[src/hw/rtl/ubfe_pkg.sv]
// Shared types and codes for the buffered UART FIFO pair with echo.
`default_nettype none

package ubfe_pkg;

   localparam logic [2:0] CMD_RX_BYTE  = 3'd0;
   localparam logic [2:0] CMD_GET      = 3'd1;
   localparam logic [2:0] CMD_PUT      = 3'd2;
   localparam logic [2:0] CMD_TX_READY = 3'd3;
   localparam logic [2:0] CMD_RX_CLEAR = 3'd4;

   localparam logic [1:0] ST_OK      = 2'd0;
   localparam logic [1:0] ST_EMPTY   = 2'd1;
   localparam logic [1:0] ST_FULL    = 2'd2;
   localparam logic [1:0] ST_OVERRUN = 2'd3;

   typedef struct packed {
      logic [2:0] command;
      logic [7:0] data_in;
   } req_type;

   typedef struct packed {
      logic [7:0] data_out;
      logic [1:0] status;
      logic       tx_byte_valid;
      logic       rx_available;
      logic       tx_request;
      logic       overrun_flag;
   } rsp_type;

endpackage

`default_nettype wire

[src/hw/rtl/uart_buffered_fifo_pair_echo.sv]
// Top level of the buffered UART FIFO pair with receive echo.
`default_nettype none

// An item is taken whenever start is high and busy is low; busy is high only in
// the cycle after reset, so one item enters per clock. Each item gives exactly
// one result, shown with rsp_strobe in the cycle after acceptance; the receiver
// cannot stall, so it must take every result in that cycle. Both FIFOs live in
// one-port-write, one-port-read RAMs of BUFFER_DEPTH bytes with registered
// read data; a pop reads at the accept edge and its byte appears with the
// result. The echo enable register, echo_ff, is written through the csr
// channel, which is always ready.
module uart_buffered_fifo_pair_echo
   import ubfe_pkg::*;
#(
   parameter int BUFFER_DEPTH = 256
) (
   input  wire logic    clock,
   input  wire logic    reset,
   input  wire logic    start,
   output logic         busy,
   input  wire req_type req_data,
   output logic         rsp_strobe,
   output rsp_type      rsp_data,
   input  wire logic    csr_valid,
   output logic         csr_ready,
   input  wire logic    csr_data
);

   localparam int PW = $clog2(BUFFER_DEPTH);
   localparam int CW = $clog2(BUFFER_DEPTH + 1);
   localparam logic [CW-1:0] DEPTH_C  = CW'(BUFFER_DEPTH);
   localparam logic [PW-1:0] LAST_POS = PW'(BUFFER_DEPTH - 1);
   localparam logic [CW:0]   DEPTH_X  = (CW + 1)'(BUFFER_DEPTH);

   function automatic logic [PW-1:0] next_pos(input logic [PW-1:0] p);
      next_pos = (p == LAST_POS) ? '0 : p + PW'(1);
   endfunction

   function automatic logic [PW-1:0] oldest_pos(input logic [PW-1:0] ins,
                                                input logic [CW-1:0] cnt);
      logic [CW:0] sum;
      sum = (CW + 1)'(ins) + DEPTH_X - (CW + 1)'(cnt);
      if (sum >= DEPTH_X) begin
         sum = sum - DEPTH_X;
      end
      oldest_pos = sum[PW-1:0];
   endfunction

   logic          busy_ff;
   logic          echo_ff;
   logic [PW-1:0] tx_insert_ff, tx_insert_in;
   logic [CW-1:0] tx_count_ff, tx_count_in;
   logic [PW-1:0] rx_insert_ff, rx_insert_in;
   logic [CW-1:0] rx_count_ff, rx_count_in;
   logic          tx_irq_ff, tx_irq_in;
   logic          overrun_ff, overrun_in;
   logic          rsp_valid_ff;
   rsp_type       rsp_ff, rsp_in;
   logic          sel_rx_ff, sel_rx_in;
   logic          sel_tx_ff, sel_tx_in;

   logic          go;
   logic          tx_wr_en, rx_wr_en, tx_rd_en, rx_rd_en;
   logic [PW-1:0] tx_rd_addr, rx_rd_addr;
   logic [7:0]    tx_rd_data, rx_rd_data;

   assign go        = start && !busy_ff;
   assign busy      = busy_ff;
   assign csr_ready = 1'b1;

   always_comb begin
      tx_insert_in = tx_insert_ff;
      tx_count_in  = tx_count_ff;
      rx_insert_in = rx_insert_ff;
      rx_count_in  = rx_count_ff;
      tx_irq_in    = tx_irq_ff;
      overrun_in   = overrun_ff;
      tx_wr_en     = 1'b0;
      rx_wr_en     = 1'b0;
      tx_rd_en     = 1'b0;
      rx_rd_en     = 1'b0;
      tx_rd_addr   = oldest_pos(tx_insert_ff, tx_count_ff);
      rx_rd_addr   = oldest_pos(rx_insert_ff, rx_count_ff);
      sel_rx_in    = 1'b0;
      sel_tx_in    = 1'b0;
      rsp_in       = '0;
      if (go) begin
         case (req_data.command)
            CMD_RX_BYTE: begin
               if (echo_ff && tx_count_ff != DEPTH_C) begin
                  tx_wr_en     = 1'b1;
                  tx_insert_in = next_pos(tx_insert_ff);
                  tx_count_in  = tx_count_ff + CW'(1);
                  tx_irq_in    = 1'b1;
               end
               if (rx_count_ff == DEPTH_C) begin
                  overrun_in    = 1'b1;
                  rsp_in.status = ST_OVERRUN;
               end else begin
                  rx_wr_en     = 1'b1;
                  rx_insert_in = next_pos(rx_insert_ff);
                  rx_count_in  = rx_count_ff + CW'(1);
               end
            end
            CMD_GET: begin
               if (rx_count_ff == '0) begin
                  rsp_in.status = ST_EMPTY;
               end else begin
                  rx_rd_en    = 1'b1;
                  sel_rx_in   = 1'b1;
                  rx_count_in = rx_count_ff - CW'(1);
               end
            end
            CMD_PUT: begin
               if (tx_count_ff == DEPTH_C) begin
                  rsp_in.status = ST_FULL;
               end else begin
                  tx_wr_en     = 1'b1;
                  tx_insert_in = next_pos(tx_insert_ff);
                  tx_count_in  = tx_count_ff + CW'(1);
                  tx_irq_in    = 1'b1;
               end
            end
            CMD_TX_READY: begin
               if (tx_count_ff == '0) begin
                  tx_irq_in     = 1'b0;
                  rsp_in.status = ST_EMPTY;
               end else begin
                  tx_rd_en             = 1'b1;
                  sel_tx_in            = 1'b1;
                  tx_count_in          = tx_count_ff - CW'(1);
                  rsp_in.tx_byte_valid = 1'b1;
               end
            end
            CMD_RX_CLEAR: begin
               rx_insert_in = '0;
               rx_count_in  = '0;
            end
            default: begin
            end
         endcase
         rsp_in.rx_available = (rx_count_in != '0);
         rsp_in.tx_request   = tx_irq_in;
         rsp_in.overrun_flag = overrun_in;
      end
   end

   always_ff @(posedge clock) begin
      if (reset) begin
         busy_ff      <= 1'b1;
         echo_ff      <= 1'b0;
         tx_insert_ff <= '0;
         tx_count_ff  <= '0;
         rx_insert_ff <= '0;
         rx_count_ff  <= '0;
         tx_irq_ff    <= 1'b0;
         overrun_ff   <= 1'b0;
         rsp_valid_ff <= 1'b0;
         sel_rx_ff    <= 1'b0;
         sel_tx_ff    <= 1'b0;
      end else begin
         busy_ff      <= 1'b0;
         if (csr_valid && csr_ready) begin
            echo_ff <= csr_data;
         end
         tx_insert_ff <= tx_insert_in;
         tx_count_ff  <= tx_count_in;
         rx_insert_ff <= rx_insert_in;
         rx_count_ff  <= rx_count_in;
         tx_irq_ff    <= tx_irq_in;
         overrun_ff   <= overrun_in;
         rsp_valid_ff <= go;
         sel_rx_ff    <= sel_rx_in;
         sel_tx_ff    <= sel_tx_in;
      end
   end

   always_ff @(posedge clock) begin
      rsp_ff <= rsp_in;
   end

   ubfe_ram #(.WIDTH(8), .DEPTH(BUFFER_DEPTH)) u_tx_ram (
      .clock   (clock),
      .wr_en   (tx_wr_en),
      .wr_addr (tx_insert_ff),
      .wr_data (req_data.data_in),
      .rd_en   (tx_rd_en),
      .rd_addr (tx_rd_addr),
      .rd_data (tx_rd_data)
   );

   ubfe_ram #(.WIDTH(8), .DEPTH(BUFFER_DEPTH)) u_rx_ram (
      .clock   (clock),
      .wr_en   (rx_wr_en),
      .wr_addr (rx_insert_ff),
      .wr_data (req_data.data_in),
      .rd_en   (rx_rd_en),
      .rd_addr (rx_rd_addr),
      .rd_data (rx_rd_data)
   );

   always_comb begin
      rsp_data = rsp_ff;
      if (sel_rx_ff) begin
         rsp_data.data_out = rx_rd_data;
      end else if (sel_tx_ff) begin
         rsp_data.data_out = tx_rd_data;
      end else begin
         rsp_data.data_out = '0;
      end
   end

   assign rsp_strobe = rsp_valid_ff;

   a_tx_count_bound: assert property (@(posedge clock) disable iff (reset)
      tx_count_ff <= DEPTH_C)
      else $error("tx count above depth");

   a_rx_count_bound: assert property (@(posedge clock) disable iff (reset)
      rx_count_ff <= DEPTH_C)
      else $error("rx count above depth");

   a_one_source: assert property (@(posedge clock) disable iff (reset)
      !(sel_rx_ff && sel_tx_ff))
      else $error("both FIFOs selected for one item");

   a_item_result: assert property (@(posedge clock) disable iff (reset)
      go |=> rsp_valid_ff)
      else $error("accepted item gave no result");

   a_tx_pop_ok: assert property (@(posedge clock) disable iff (reset)
      rsp_valid_ff && rsp_ff.tx_byte_valid |-> sel_tx_ff && rsp_ff.status == ST_OK)
      else $error("transmit pop with bad status");

endmodule

`default_nettype wire

[src/hw/rtl/ubfe_ram.sv]
// Generic single-write, single-read RAM with registered read data.
`default_nettype none

module ubfe_ram #(
   parameter int WIDTH = 8,
   parameter int DEPTH = 256
) (
   input  wire logic                     clock,
   input  wire logic                     wr_en,
   input  wire logic [$clog2(DEPTH)-1:0] wr_addr,
   input  wire logic [WIDTH-1:0]         wr_data,
   input  wire logic                     rd_en,
   input  wire logic [$clog2(DEPTH)-1:0] rd_addr,
   output logic      [WIDTH-1:0]         rd_data
);

   logic [WIDTH-1:0] mem_ff [DEPTH];

   always_ff @(posedge clock) begin
      if (wr_en) begin
         mem_ff[wr_addr] <= wr_data;
      end
      if (rd_en) begin
         rd_data <= mem_ff[rd_addr];
      end
   end

endmodule

`default_nettype wire
[config.mk]
export PLATFORM = sky130hd
export DESIGN_NAME = uart_buffered_fifo_pair_echo
export DESIGN_NICKNAME = d
export VERILOG_FILES = /design/src/hw/rtl/ubfe_pkg.sv /design/src/hw/rtl/uart_buffered_fifo_pair_echo.sv /design/src/hw/rtl/ubfe_ram.sv
export SDC_FILE = /design/constraint.sdc
export NUM_CORES = 2
export LEC_CHECK = 0
export BUFFER_PORTS_ARGS = -buffer_cell sky130_fd_sc_hd__buf_2
export CAP_MARGIN = 40
export CORE_MARGIN = 8
export CORE_UTILIZATION = 45
export CTS_CLUSTER_SIZE = 20
export DETAILED_ROUTE_END_ITERATION = 16
export RECOVER_POWER = 100
export SLEW_MARGIN = 40
export SYNTH_ARGS = -nofsm -noshare
export SYNTH_HDL_FRONTEND = slang
export SYNTH_HIERARCHICAL = 1
export SYNTH_SLANG_ARGS = --single-unit
export TNS_END_PERCENT = 30
[constraint.sdc]
create_clock -name clock -period 4.35 [get_ports clock]
set_input_delay 0.87 -clock clock [delete_from_list [all_inputs] [get_ports clock]]
set_output_delay 0.87 -clock clock [all_outputs]
set_load 0.02 [all_outputs]
### Word level (Yosys, flattened, before mapping)

Memory sizes are Yosys's and may differ from the RTL's. A register that Yosys moved wholly into a read port is not among the register bits.
Cells that the tools add are included.

* latch bits: 0
* memories: 2
* flip-flop bits (word level): 47
* output and inout bits: 17
* bits in read-only memories: 0
* bits in writable memories: 4096
* logic and storage cells: 106

Memories
* u_rx_ram.mem_ff: words 256, bits a word 8, read ports 1, clocked after Yosys merged registers in 1, wr ports 1, line ubfe_ram.sv:17 `logic [WIDTH-1:0] mem_ff [DEPTH];`
* u_tx_ram.mem_ff: words 256, bits a word 8, read ports 1, clocked after Yosys merged registers in 1, wr ports 1, line ubfe_ram.sv:17

* multiply operators: 0
* add/subtract/negate cells: 12
* muxes and demuxes: 48
* div/mod/pow operators: 0
* reductions and logical operators: 13
* equality and inequality tests: 13
* bitwise operators: 0
* magnitude comparators: 2
* shifts and indexed selects: 0

Operators by type and width (number)
* two-way mux 8 bit: 9
* two-way mux 9 bit: 6
* one-hot mux 9 bit (3 select lines): 2
* one-hot mux 8 bit (2 select lines): 2
* two-way mux 1 bit: 24
* adder 8 x 9 -> 10 bit, second input constant: 2
* >= comparator 10 x 9 -> 1 bit, second input constant: 2
* subtractor 10 x 9 -> 10 bit: 2
* adder 9 x 1 -> 9 bit, second input constant: 2
* equality test 9 bit, second input constant: 2
* logical NOT 9 bit: 2
* subtractor 9 x 1 -> 9 bit, second input constant: 2
* adder 8 x 1 -> 8 bit, second input constant: 2
* equality test 8 bit, second input constant: 2
* subtractor 8 x 1 -> 8 bit, second input constant: 2
* != test 9 bit, second input constant: 1
* nonzero test 9 bit: 1
* != test 2 bit, second input constant: 4
* one-hot mux 2 bit (4 select lines): 1
* equality test 3 x 2 -> 1 bit, second input constant: 2
* AND reduction 5 bit: 1
* two-way mux 2 bit: 2
* AND reduction 4 bit: 1
* nonzero test 2 bit: 2
* 9 further kinds: 10

### Longest topological paths before layout

* word-level depth: 7
* mapped depth: 17
* mapped depth without buffers: 15

### Cells and area by module

The synthesis kept the hierarchy.

By module, submodules not included
* ubfe_ram: seq. area each 61739.2 um^2, cells an instance 3733, times used 2, area each 79636.4 um^2
* uart_buffered_fifo_pair_echo: seq. area each 940.9 um^2, cells an instance 458, times used 1, area each 3579.7 um^2

### Worst setup path after synthesis

No wires, ideal clock.

* path kind: input port to flip-flop
* from: input req_data[10] (netlist name)
* to: memory u_tx_ram.mem_ff[234][0] (enable)
* required time: 3980 ps
* path buffers: 3
* path slack: 746 ps
* arrival: 3233 ps
* stages on the path: 7
* cells stage by stage: or4b_4 > a311oi_4 > clkbuf_1 > buf_1 > nand3_1 > clkbuf_1 > nor2_1

* cells in the longest elaborated chain, start to end: 5
* elaborated cells on any way between the ends: 6
* those cells by class: eq/ne (1); mux (4); reduce/logical (1)

RTL lines
* start, declared: line uart_buffered_fifo_pair_echo.sv:21 `input wire req_type req_data,`
* equality test 3 x 2 -> 1 bit / logical NOT 3 bit (equally long branches): line uart_buffered_fifo_pair_echo.sv:88 `case (req_data.command)`
* one-hot mux 1 bit (2 select lines) *: line uart_buffered_fifo_pair_echo.sv:88
* two-way mux 1 bit *: line uart_buffered_fifo_pair_echo.sv:87 `if (go) begin`
* named net tx_wr_en: line uart_buffered_fifo_pair_echo.sv:63 `logic tx_wr_en, rx_wr_en, tx_rd_en, rx_rd_en;`
* two-way mux 1 bit *: line ubfe_ram.sv:20 `if (wr_en) begin`
* two-way mux 1 bit (implied by the code) *: line ubfe_ram.sv:21 `mem_ff[wr_addr] <= wr_data;`
* end, declared: line ubfe_ram.sv:17

The timed path passes the listed nets; every way through them passes the cells marked *.

### Final worst setup path

* from: register tx_count_ff[6]
* to: memory u_tx_ram.mem_ff[127][7] (enable)

* cells in the longest elaborated chain, start to end: 7
* elaborated cells on any way between the ends: 9
* those cells by class: eq/ne (2); mux (6); reduce/logical (1)

RTL lines
* start, declared: line uart_buffered_fifo_pair_echo.sv:52 `logic [CW-1:0] tx_count_ff, tx_count_in;`
* start signal, assigned: line uart_buffered_fifo_pair_echo.sv:167 `tx_count_ff <= tx_count_in;`
* != test 9 bit: line uart_buffered_fifo_pair_echo.sv:90 `if (echo_ff && tx_count_ff != DEPTH_C) begin`
* logical AND 1 bit: line uart_buffered_fifo_pair_echo.sv:90
* two-way mux 1 bit: line uart_buffered_fifo_pair_echo.sv:90
* one-hot mux 1 bit (2 select lines) *: line uart_buffered_fifo_pair_echo.sv:88
* two-way mux 1 bit *: line uart_buffered_fifo_pair_echo.sv:87
* named net tx_wr_en: line uart_buffered_fifo_pair_echo.sv:63
* two-way mux 1 bit *: line ubfe_ram.sv:20
* two-way mux 1 bit (implied by the code) *: line ubfe_ram.sv:21

Marked as above.

==> impl_results.md <==
- Kind of critical path: register to register
- I/O pin cnt: 33
- Ys flop type: edfxtp_1
- EDFF count, synth: 4112
- Synth Area in Compound Gates: 3.81%
- Tot Pwr: 88.0 mW
- Period utilization: 97.1%
- XOR/XNOR Fraction of Synth Area: 0.156%
- Post-route DRC: 0
- Final min period: 4.22 ns
- Final Max Slew Viols: 2392
- Final setup viols: 0
- Worst Setup Start Kind: register
- PwrDens: 473 nW/µm²
- CP max FO: 25
- Die Height: 618 µm
- Failing checks: max-capacitance violations, max-slew violations
- Mapped Area: 163000 µm²
- Area of the multi-input gates: 35600 µm²
- Fill cell count: 28700
- Post-Layout Cell Count: 13900
- Worst rel slew slack: -165%
- Placed inst area: 174000 µm²
- Register area: 124000 µm²
- Slowest CP cell: clkbuf_1
- Final core utilization: 51.4%
- GP Congestion: 0.888
- Initial DRC count: 9863
- Synth area leader: edfxtp_1
- Worst Clk Skew: 0.0787 ns
- Mapped Nets: 7968
- Post-layout net count: 8790
- Most common cell after layout, fill and taps aside: edfxtp_1
- Post-Syn Instances: 7924
- Pre-CTS setup slack: -0.101 ns
- Number of max-cap violations: 45
- Hold Path Class: primary input to register
- Post-route design area: 186000 µm²
- Clk buf depth: 4
- Final WL: 431 mm
- Measured slew at the worst slew-check pin: 3.98 ns
- Peak per-stage delay on the critical path: 1.31 ns
- Ys async rst share: 0%
- Buf/Inv on CP: 3
- Tot GR Track Use: 22.1%
- Root Buffer: clkbuf_16
- Largest net degree at the start of global routing: 161
- Post-DP HPWL: 276 mm
- Cell Chain, Critical Path: nor4_1 > clkbuf_1 > a311oi_1 > buf_12 > nand2_1 > clkbuf_1 > nor2_1
- Core ar.: 361000 µm²
- CTS tree: yes
- VDD IR-drop max: 0.359 mV
- CTS Buf Count: 429
- FMAX: 237 MHz
- Synth Warn #: 6
- Site row count: 221
- Clock Pin Slew Worst Setup and Hold Paths: 0.06 ns
- DRT antenna net count: 0
- Post-Synth Adder-Cell Area: 0.229%
- Synth Area in Simple Gates: 3.12%
- Largest family of logic cells by synthesized area: multiplexers
- Critical Path RT: 4.90 ns
- Area added between synthesis and finish: 14.2%
- Routed len/inst: 31.0 µm
- Post-synth top area share: 75.8%
- Starting density of the core: 45.1%
- RSZ-0062 raised after global routing: no
- First-pass GRT wire length: 616 mm
- Count of unique library cells instantiated by Yosys: 86
- Worst path arrival time: 4.78 ns
- Crit path max-delay family: buffers and inverters
- Seq cells post-synth: 4159
- Ratio of cells with drive above 1 in the final layout: 22.8%
- Remaining global-route overflow: 0
- Outcome: finished, violations left
- Leak Pwr: 56.1 nW
- Vias per cell: 6.04
- DP Cell Count: 13100
- Avg Cell Area, Syn: 20.6 µm²
- CTS sink count: 4159
- Register area share after synthesis: 76.4%
- Port bufs: 31
- Final Hold Viols: 0
- Type of destination of the critical path: register
- DRT Pass-1 Iters: 7
- Vias: 84000
- Most frequent cells in the layout: edfxtp_1, mux4_2, nor2_1
- CP most frequent cell: clkbuf_1
- Vias in the first global route: 83800
- Htree depth: 5
- Full die area: 381000 µm²
- Antenna violations before repair: 13
- Clk_lat worst skew: 0.99 ns
- Die X: 618 µm
- Final worst slack: 0.126 ns
- Synth top area cells: edfxtp_1, mux4_2, mux2i_1
- Mux share of post-synthesis cell area: 14.3%
-- worst min-delay path: stages --
cell	delay, ns
buf_2	0.08
mux2i_1	0.06
nor2_1	0.07
-- cell type report --
| class | instances | share of cell area, % |
|---|---|---|
| diodes | 6 | 0.00808 |
| repair buffers | 882 | 3.08 |
| inverters | 36 | 0.0888 |
| clock inverters | 266 | 1.45 |
| clock buffers | 532 | 6.07 |
| flip-flops and latches | 4159 | 66.9 |
| well taps | 4794 | 3.23 |
| multi-input cells | 3238 | 19.1 |
-- sequential cells by signal, summed over array words and instances (netlist names), 6 cells and up --
signal,cells
rsp_data,6
rx_count_ff,9
rx_insert_ff,8
tx_count_ff,9
tx_insert_ff,8
u_rx_ram/mem_ff,2048
u_rx_ram/rd_data,8
u_tx_ram/mem_ff,2048
u_tx_ram/rd_data,8
-- where the power goes --
part / internal (mW) / switching, mW / total (mW)
clock network: 21.0 / 15.4 / 36.4
logic: 2.82 / 4.66 / 7.48
registers: 44.1 / 0.0174 / 44.1
-- logic make-up (layout without fill, tap and decap cells) --
| family | count (synthesis) | in the layout |
|---|---|---|
| flops | 4159 | 4159 |
| mux | 1192 | 1192 |
| simple gates | 1106 | 1106 |
| compound gates | 882 | 882 |
| buf+inv | 527 | 1716 |
| xor+xnor | 29 | 29 |
| fa+ha+maj | 28 | 28 |
| other cells | 1 | 7 |
-- per-stage QoR --
stage	TNS [ns]	hold WS (ns)
6_report	0	0.149
5_1_grt	0	0.136
4_1_cts	0	0.0675
3_5_place_dp	-0.141	0.466
3_3_place_gp	-0.644	0.453
2_1_floorplan	0	0.432
-- per-layer routing --
| layer | vias up | global-route usage, % | share of wire [%] |
|---|---|---|---|
| met2 | 3698 | 36.0 | 48 |
| met4 | 6 | 8.20 | 4.2 |
| met3 | 835 | 3.18 | 7.5 |
| li1 | 34800 | - | - |
| met5 | - | 0 | 0.010 |
| met1 | 44700 | 30.5 | 40 |
-- repair_timing --
action                     CTS  global route
setup buffers                0             2
resized for setup            1            10
hold buffers                 0             0
setup endpoints to repair    4            11
pin swaps                    0             1
-- synthesized netlist by cell type, drive strengths merged, types with 63 or more instances --
cell type	instances
nor4	63
a21oi	220
a22oi	269
nor3	65
clkbuf	242
nand3	81
nor2b	74
nor2	619
nand2	92
mux2i	276
mux4	912
o221ai	94
edfxtp	4112
buf	249
-- final timing paths --
| kind | start | to | slack, ns | cells after the start |
|---|---|---|---|---|
| setup reg to reg | tx_count_ff[6] | u_tx_ram/mem_ff[127][7] | 0.13 | 7 |
| hold reg to reg | overrun_ff | overrun_ff | 0.49 | 2 |
| setup / recovery | tx_count_ff[6] | u_tx_ram/mem_ff[127][7] | 0.13 | 7 |
| hold / removal | csr_data | echo_ff | 0.15 | 3 |
Power figures use the tool's default switching activity.
